--- src/rtl/hvn_pkg.sv ---
// Package with shared types, constants and helper functions for the height grid normal unit.
`timescale 1ns / 1ps

package hvn_pkg;

    // Field widths fixed by the interface.
    localparam int HW   = 16;          // height sample, signed Q8.8
    localparam int CSW  = 16;          // cell size, unsigned Q8.8
    localparam int PW   = 22;          // position outputs
    localparam int NW   = 16;          // normal outputs, Q1.14
    localparam int GLW  = 7;           // grid level register
    localparam int XYW  = 7;           // column and row fields

    // Internal arithmetic widths.
    localparam int VW   = 21;          // signed accumulated vector component
    localparam int V2W  = 2 * VW;      // square of a component magnitude
    localparam int SW   = V2W + 2;     // sum of three squares
    localparam int QW   = 15;          // normal magnitude, 0..16384
    localparam int LW   = 2 * QW + SW + 2;
    localparam int VSH  = 30;          // the 2^30 scale of the comparison

    localparam logic [QW-1:0] ONE_Q14 = QW'(16384);

    // Configuration register indices.
    localparam logic CFG_GRID_LEVEL = 1'b0;
    localparam logic CFG_CELL_SIZE  = 1'b1;

    // Neighbour sample order used by the read sequence.
    localparam logic [2:0] NB_C  = 3'd0;
    localparam logic [2:0] NB_E  = 3'd1;
    localparam logic [2:0] NB_S  = 3'd2;
    localparam logic [2:0] NB_SE = 3'd3;
    localparam logic [2:0] NB_W  = 3'd4;
    localparam logic [2:0] NB_NW = 3'd5;
    localparam logic [2:0] NB_N  = 3'd6;

    // Weights of one sample in the summed cross product.
    typedef struct packed {
        logic signed [2:0] cx;
        logic signed [2:0] cz;
    } coef_t;

    // Start request to the normalising unit.
    typedef struct packed {
        logic start;
    } norm_ctl_t;

    // Status back from the normalising unit.
    typedef struct packed {
        logic busy;
        logic done;
    } norm_sts_t;

    // Weight of neighbour idx given which of the four surrounding cells exist:
    // a is cell (x,y), b is (x-1,y), c is (x-1,y-1), d is (x,y-1).
    function automatic coef_t nb_coef(input logic [2:0] idx, input logic a,
                                      input logic b, input logic c, input logic d);
        logic signed [2:0] sa;
        logic signed [2:0] sb;
        logic signed [2:0] sc;
        logic signed [2:0] sd;
        coef_t r;
        sa = $signed({2'b00, a});
        sb = $signed({2'b00, b});
        sc = $signed({2'b00, c});
        sd = $signed({2'b00, d});
        r  = '0;
        case (idx)
            NB_C:
            begin
                r.cx = sa - sb - sc + sd;
                r.cz = sa + sb - sc - sd;
            end
            NB_E:
            begin
                r.cx = -sa - sd;
                r.cz = sa;
            end
            NB_S:
            begin
                r.cx = sa;
                r.cz = -sa - sb;
            end
            NB_SE:
            begin
                r.cx = -sa;
                r.cz = -sa;
            end
            NB_W:
            begin
                r.cx = sb + sc;
                r.cz = -sc;
            end
            NB_NW:
            begin
                r.cx = sc;
                r.cz = sc;
            end
            NB_N:
            begin
                r.cx = -sc;
                r.cz = sc + sd;
            end
            default:
            begin
                r = '0;
            end
        endcase
        return r;
    endfunction

    // Weighted sample: the weight is one of -2..2, so shifts and negation do.
    function automatic logic signed [VW-1:0] weigh(input logic signed [2:0] w,
                                                   input logic signed [HW-1:0] h);
        logic signed [VW-1:0] he;
        logic signed [VW-1:0] r;
        he = VW'(h);
        case (w)
            3'sd1:   r = he;
            -3'sd1:  r = -he;
            3'sd2:   r = he <<< 1;
            -3'sd2:  r = -(he <<< 1);
            default: r = '0;
        endcase
        return r;
    endfunction

endpackage

--- src/rtl/hvn_norm.sv ---
// Bit-serial normalising unit: finds round(16384 * |v| / sqrt(s)) one result bit at a time.
`timescale 1ns / 1ps

module hvn_norm (
    input  logic                  clk,
    input  logic                  rst_n,
    input  hvn_pkg::norm_ctl_t    ctl,
    input  logic [hvn_pkg::SW-1:0]  s,
    input  logic [hvn_pkg::V2W-1:0] v2,
    output hvn_pkg::norm_sts_t    sts,
    output logic [hvn_pkg::QW-1:0]  q
);

    import hvn_pkg::*;

    logic          busy_reg, busy_next;
    logic          done_reg, done_next;
    logic          phase_reg, phase_next;
    logic [3:0]    b_reg, b_next;
    logic [QW-1:0] q_reg, q_next;
    logic [QW-1:0] qt_reg, qt_next;
    logic [LW-1:0] q1_reg, q1_next;
    logic [LW-1:0] q2_reg, q2_next;
    logic [LW-1:0] q1t_reg, q1t_next;
    logic [LW-1:0] q2t_reg, q2t_next;
    logic [LW-1:0] vv_reg, vv_next;
    logic [SW-1:0] s_reg, s_next;
    logic [LW-1:0] lhs;
    logic          ok;

    // The test (2q-1)^2 * s <= v^2 * 2^30, kept as 4*q^2*s - 4*q*s + s.
    assign lhs = (q2t_reg << 2) - (q1t_reg << 2) + LW'(s_reg);
    assign ok  = (qt_reg <= ONE_Q14) && (lhs <= vv_reg);

    // Each trial bit runs in two phases: form the trial sums, then compare.
    always_comb
    begin
        busy_next  = busy_reg;
        done_next  = 1'b0;
        phase_next = phase_reg;
        b_next     = b_reg;
        q_next     = q_reg;
        qt_next    = qt_reg;
        q1_next    = q1_reg;
        q2_next    = q2_reg;
        q1t_next   = q1t_reg;
        q2t_next   = q2t_reg;
        vv_next    = vv_reg;
        s_next     = s_reg;
        if (ctl.start && !busy_reg)
        begin
            busy_next  = 1'b1;
            phase_next = 1'b0;
            b_next     = 4'd14;
            q_next     = '0;
            q1_next    = '0;
            q2_next    = '0;
            s_next     = s;
            vv_next    = LW'(v2) << VSH;
        end
        else if (busy_reg)
        begin
            if (!phase_reg)
            begin
                qt_next  = q_reg | (QW'(1) << b_reg);
                q1t_next = q1_reg + (LW'(s_reg) << b_reg);
                q2t_next = q2_reg + (q1_reg << ({1'b0, b_reg} + 5'd1))
                         + (LW'(s_reg) << {b_reg, 1'b0});
                phase_next = 1'b1;
            end
            else
            begin
                if (ok)
                begin
                    q_next  = qt_reg;
                    q1_next = q1t_reg;
                    q2_next = q2t_reg;
                end
                phase_next = 1'b0;
                if (b_reg == 4'd0)
                begin
                    busy_next = 1'b0;
                    done_next = 1'b1;
                end
                else
                begin
                    b_next = b_reg - 4'd1;
                end
            end
        end
    end

    // Control state.
    always_ff @(posedge clk or negedge rst_n)
    begin
        if (!rst_n)
        begin
            busy_reg  <= 1'b0;
            done_reg  <= 1'b0;
            phase_reg <= 1'b0;
        end
        else
        begin
            busy_reg  <= busy_next;
            done_reg  <= done_next;
            phase_reg <= phase_next;
        end
    end

    // Datapath registers.
    always_ff @(posedge clk)
    begin
        b_reg   <= b_next;
        q_reg   <= q_next;
        qt_reg  <= qt_next;
        q1_reg  <= q1_next;
        q2_reg  <= q2_next;
        q1t_reg <= q1t_next;
        q2t_reg <= q2t_next;
        vv_reg  <= vv_next;
        s_reg   <= s_next;
    end

    assign sts.busy = busy_reg;
    assign sts.done = done_reg;
    assign q        = q_reg;

    // A finished magnitude never exceeds one in Q1.14.
    a_q_bound: assert property (@(posedge clk) disable iff (!rst_n)
        done_reg |-> (q_reg <= ONE_Q14))
        else $error("normal magnitude above one");

    // A new request only arrives while the unit is free.
    a_no_restart: assert property (@(posedge clk) disable iff (!rst_n)
        ctl.start |-> !busy_reg)
        else $error("start while busy");

endmodule

--- config.mk ---
export PLATFORM = sky130hd
export DESIGN_NAME = hvn_norm
export DESIGN_NICKNAME = d
export VERILOG_FILES = /design/src/rtl/hvn_pkg.sv /design/src/rtl/hvn_norm.sv
export SDC_FILE = /design/constraint.sdc
export NUM_CORES = 2
export LEC_CHECK = 0
export ABC_AREA = 1
export BUFFER_PORTS_ARGS = -buffer_cell sky130_fd_sc_hd__buf_2
export CAP_MARGIN = 0
export CELL_PAD_IN_SITES_DETAIL_PLACEMENT = 1
export CELL_PAD_IN_SITES_GLOBAL_PLACEMENT = 1
export CORE_MARGIN = 10
export CORE_UTILIZATION = 40
export CTS_BUF_LIST = sky130_fd_sc_hd__clkbuf_8
export CTS_CLUSTER_DIAMETER = 100
export DETAILED_ROUTE_END_ITERATION = 10
export PLACE_DENSITY = 0.7
export SYNTH_ARGS = -nofsm -noshare
export SYNTH_HDL_FRONTEND = slang
export SYNTH_SLANG_ARGS = --single-unit
export TNS_END_PERCENT = 1
--- constraint.sdc ---
create_clock -name clk -period 11.52 [get_ports clk]
set_clock_uncertainty 0.2 [all_clocks]
set_input_delay 0.576 -clock clk [delete_from_list [all_inputs] [get_ports clk]]
set_output_delay 0.576 -clock clk [all_outputs]
set_load 0.005 [all_outputs]
==> results.txt <==
Max stage delay on crit path -> 0.77 ns
Most common flop cell mapped by yosys -> edfxtp_1
Count of cell types in the netlist -> 50
Placer Congestion -> 1.01
Fin crit share -> 0.667
FP Rows -> 120
Critical register-to-register path startpoint -> b_reg[0]
DP HPWL -> 174000 um
PortBufs -> 105
Clk buf depth -> 3
Via count -> 45300
Mapped Cells -> 6549
Data required time of the worst path -> 11.83 ns
Initial DRC Count -> 3788
Worst-Skew Late Latency -> 0.80 ns
Syn Area/Cell -> 6.62 um2
Post-synth EDFFs -> 249
Slew Viols, Final -> 0
Worst R2R End -> q2t_reg[71]
Hold_sp -> q2_reg[43]
Hold endpoint -> q2_reg[43]
Internal reg-to-reg setup slack -> 3.84 ns
CP Class -> reg -> reg
Yosys warnings -> 0
Final core utilization -> 0.443
Filler cell count -> 14300
CP cell instances -> inv_4 > buf_4 > buf_4 > nand2_1 > nand3_1 > o21ai_0 > o21ai_0 > o21ai_0 > mux2i_1 > fa_1 > ha_1 > nand2_1 > nor2_1 > inv_1 > nor2_1 > nand2_1 > nor3_1 > nand3_1 > nand3_1 > xor2_1
Clock Sink Count -> 419
Worst hold stages -> 2
Cts bufs inserted -> 86
Initial antenna violation count -> 10
Worst slew pin tran -> 1.14 ns
Hold crit path type -> reg -> reg
Core area -> 107000 um2
Seq/Total Area, Yosys -> 0.251
# nets final -> 7127
H-tree depth -> 3
TNS Setup -> 0 ns
CTS tree -> yes
Unrepaired setup endpoints after global routing -> false
Slew HR -> 0.238
Ratio of cells with drive above 1 in the final layout -> 0.0638
Outcome -> completed
DRT Wirelength -> 208000 um
Die ar. -> 122000 um2
Largest net degree at the start of global routing -> 167
Worst EP arrival -> 7.99 ns
R2R depth -> 20
CP max stage cell -> nor3_1
Die span in y -> 349 um
Startpoint class of the critical path -> register
Pre-antenna DRT Iters -> 6
Drt via density -> 5.58
Clk root buf -> clkbuf_8
Ports -> 106
Starting Density -> 0.404
Synthesized area -> 43300 um2
Vias in the first global route -> 46700
Die extent in x -> 349 um
Clock-pin slew on the worst setup and hold paths -> 0.07 ns
Seq cells post-synth -> 419
Gr ovfl total -> 0
First-pass GRT wire length -> 303000 um
Number of max-cap violations -> 0
Post-CTS Setup Bufs -> 0
Nature of the critical path endpoint -> register
All-Layer GR Usage -> 0.333
Routed Antenna Nets -> 0
FF/Latch Area -> 10900 um2
Async SR Flop Fraction -> 0.00716
Synthesis-to-finish area growth -> 9.69%
Fmax -> 130 MHz
Net Count, Synth -> 7040
Multi-input logic area -> 27200 um2
Fin crit period -> 7.68 ns
Max FO, Critical Path -> 88
Final Setup Violations -> 0
Drt wl/cell -> 25.7 um
Post-route DRC violation count -> 0
Final hold viol count -> 0
-- through the flow --
step	worst slack, ns	hold slack (ns)	instances	instance area [um2]
3_5_place_dp	4.08	0.174	7862	44800
4_1_cts	4.01	0.256	8112	47500
2_1_floorplan	3.40	0.0804	6549	43300
6_report	3.84	0.292	8117	47500
5_1_grt	3.57	0.302	8113	47500
3_3_place_gp	4.08	0.171	7862	44800
-- what timing repair did --
item                                    CTS  global route
hold endpoints to repair                 91             0
hold buffers                             89             0
resized for setup                         0             0
endpoints found under the setup margin    0             0
-- area by class of cell --
type | count | share of cell area
Timing Repair Buffer | 235 | 0.0373
Sequential cell | 419 | 0.229
Clock inverter | 64 | 0.0107
Clock buffer | 97 | 0.0281
Inverter | 1088 | 0.0860
Multi-Input combinational cell | 4806 | 0.571
Antenna cell | 5 | 0.000263
Tap cell | 1403 | 0.0369
-- synthesized netlist by cell type (100+ instances only) --
| library cell | instances | area (um2) |
|---|---|---|
| edfxtp_1 | 249 | 7480 |
| a21oi_1 | 519 | 2600 |
| nand2_1 | 1573 | 5900 |
| nand3_1 | 364 | 1820 |
| xor2_1 | 124 | 1090 |
| fa_1 | 117 | 2340 |
| ha_1 | 285 | 3570 |
| clkbuf_1 | 114 | 428 |
| a21oi_2 | 100 | 876 |
| dfxtp_1 | 167 | 3340 |
| nor2_1 | 728 | 2730 |
| o21ai_0 | 538 | 2690 |
| inv_1 | 1064 | 3990 |
-- how the worst max path moves through the flow --
stage | end | depth (start not counted) | slack (ns) | start
2_1_floorplan | q1t_reg[0] | 2 | 3.40 | busy_reg
3_3_place_gp | q2t_reg[72] | 19 | 4.08 | b_reg[0]
3_5_place_dp | q2t_reg[72] | 19 | 4.08 | b_reg[0]
4_1_cts | q2t_reg[72] | 19 | 4.01 | b_reg[0]
5_1_grt | q2t_reg[72] | 20 | 3.57 | b_reg[0]
6_report | q2t_reg[71] | 20 | 3.84 | b_reg[0]
-- cell usage in the layout (no fill, tap or decap), types with 7 or more instances in the layout --
cell	instances
dlygate4sd3_1	89
o21a_1	25
nand4_1	33
dfxtp_1	163
o211ai_1	23
bufinv_16	8
a21oi_2	100
a21boi_0	11
inv_2	25
nand3_1	363
fa_1	117
edfxtp_1	249
nor2_1	727
nor3_1	41
xor2_1	124
a31oi_1	40
ha_1	283
o21ai_0	538
inv_1	1084
o22ai_1	8
o21bai_1	38
o31ai_1	8
clkinvlp_4	7
clkinv_2	9
buf_4	37
xnor2_1	70
mux2i_1	68
a21oi_1	519
clkbuf_8	97
clkinv_1	14
nor4_1	11
a22oi_1	7
a21o_1	23
nand2_1	1570
buf_2	105
-- critical path, delay by kind of cell (launching register included) --
family	cells	cell delay, ns
XOR/XNOR	1	0.10
AND/OR/NAND/NOR	9	2.34
AO/OA/AOI/OAI	3	1.07
buffers and inverters	4	1.62
multiplexers	1	0.44
flip-flops	1	0.58
adder cells (fa/ha/maj)	2	0.93
-- per-layer routing --
layer | global-route usage | vias to the layer above | wire length (um)
li1 | - | 21300 | -
met1 | 0.444 | 22100 | 92100
met2 | 0.524 | 1502 | 91600
met3 | 0.0483 | 428 | 13000
met4 | 0.163 | 4 | 11600
met5 | 0 | - | 27
-- logic make-up after synthesis --
group,count (synthesis),synth area share
AO/OA/AOI/OAI,1361,0.177
AND/OR/NAND/NOR,2781,0.258
multiplexers,68,0.0157
XOR/XNOR,194,0.0392
buffers and inverters,1324,0.123
adder cells (fa/ha/maj),402,0.136
flip-flops,419,0.251
Power is left out: the tool's default activity adds up to more than one toggle a clock period on the data nets, which glitch-free logic cannot reach.
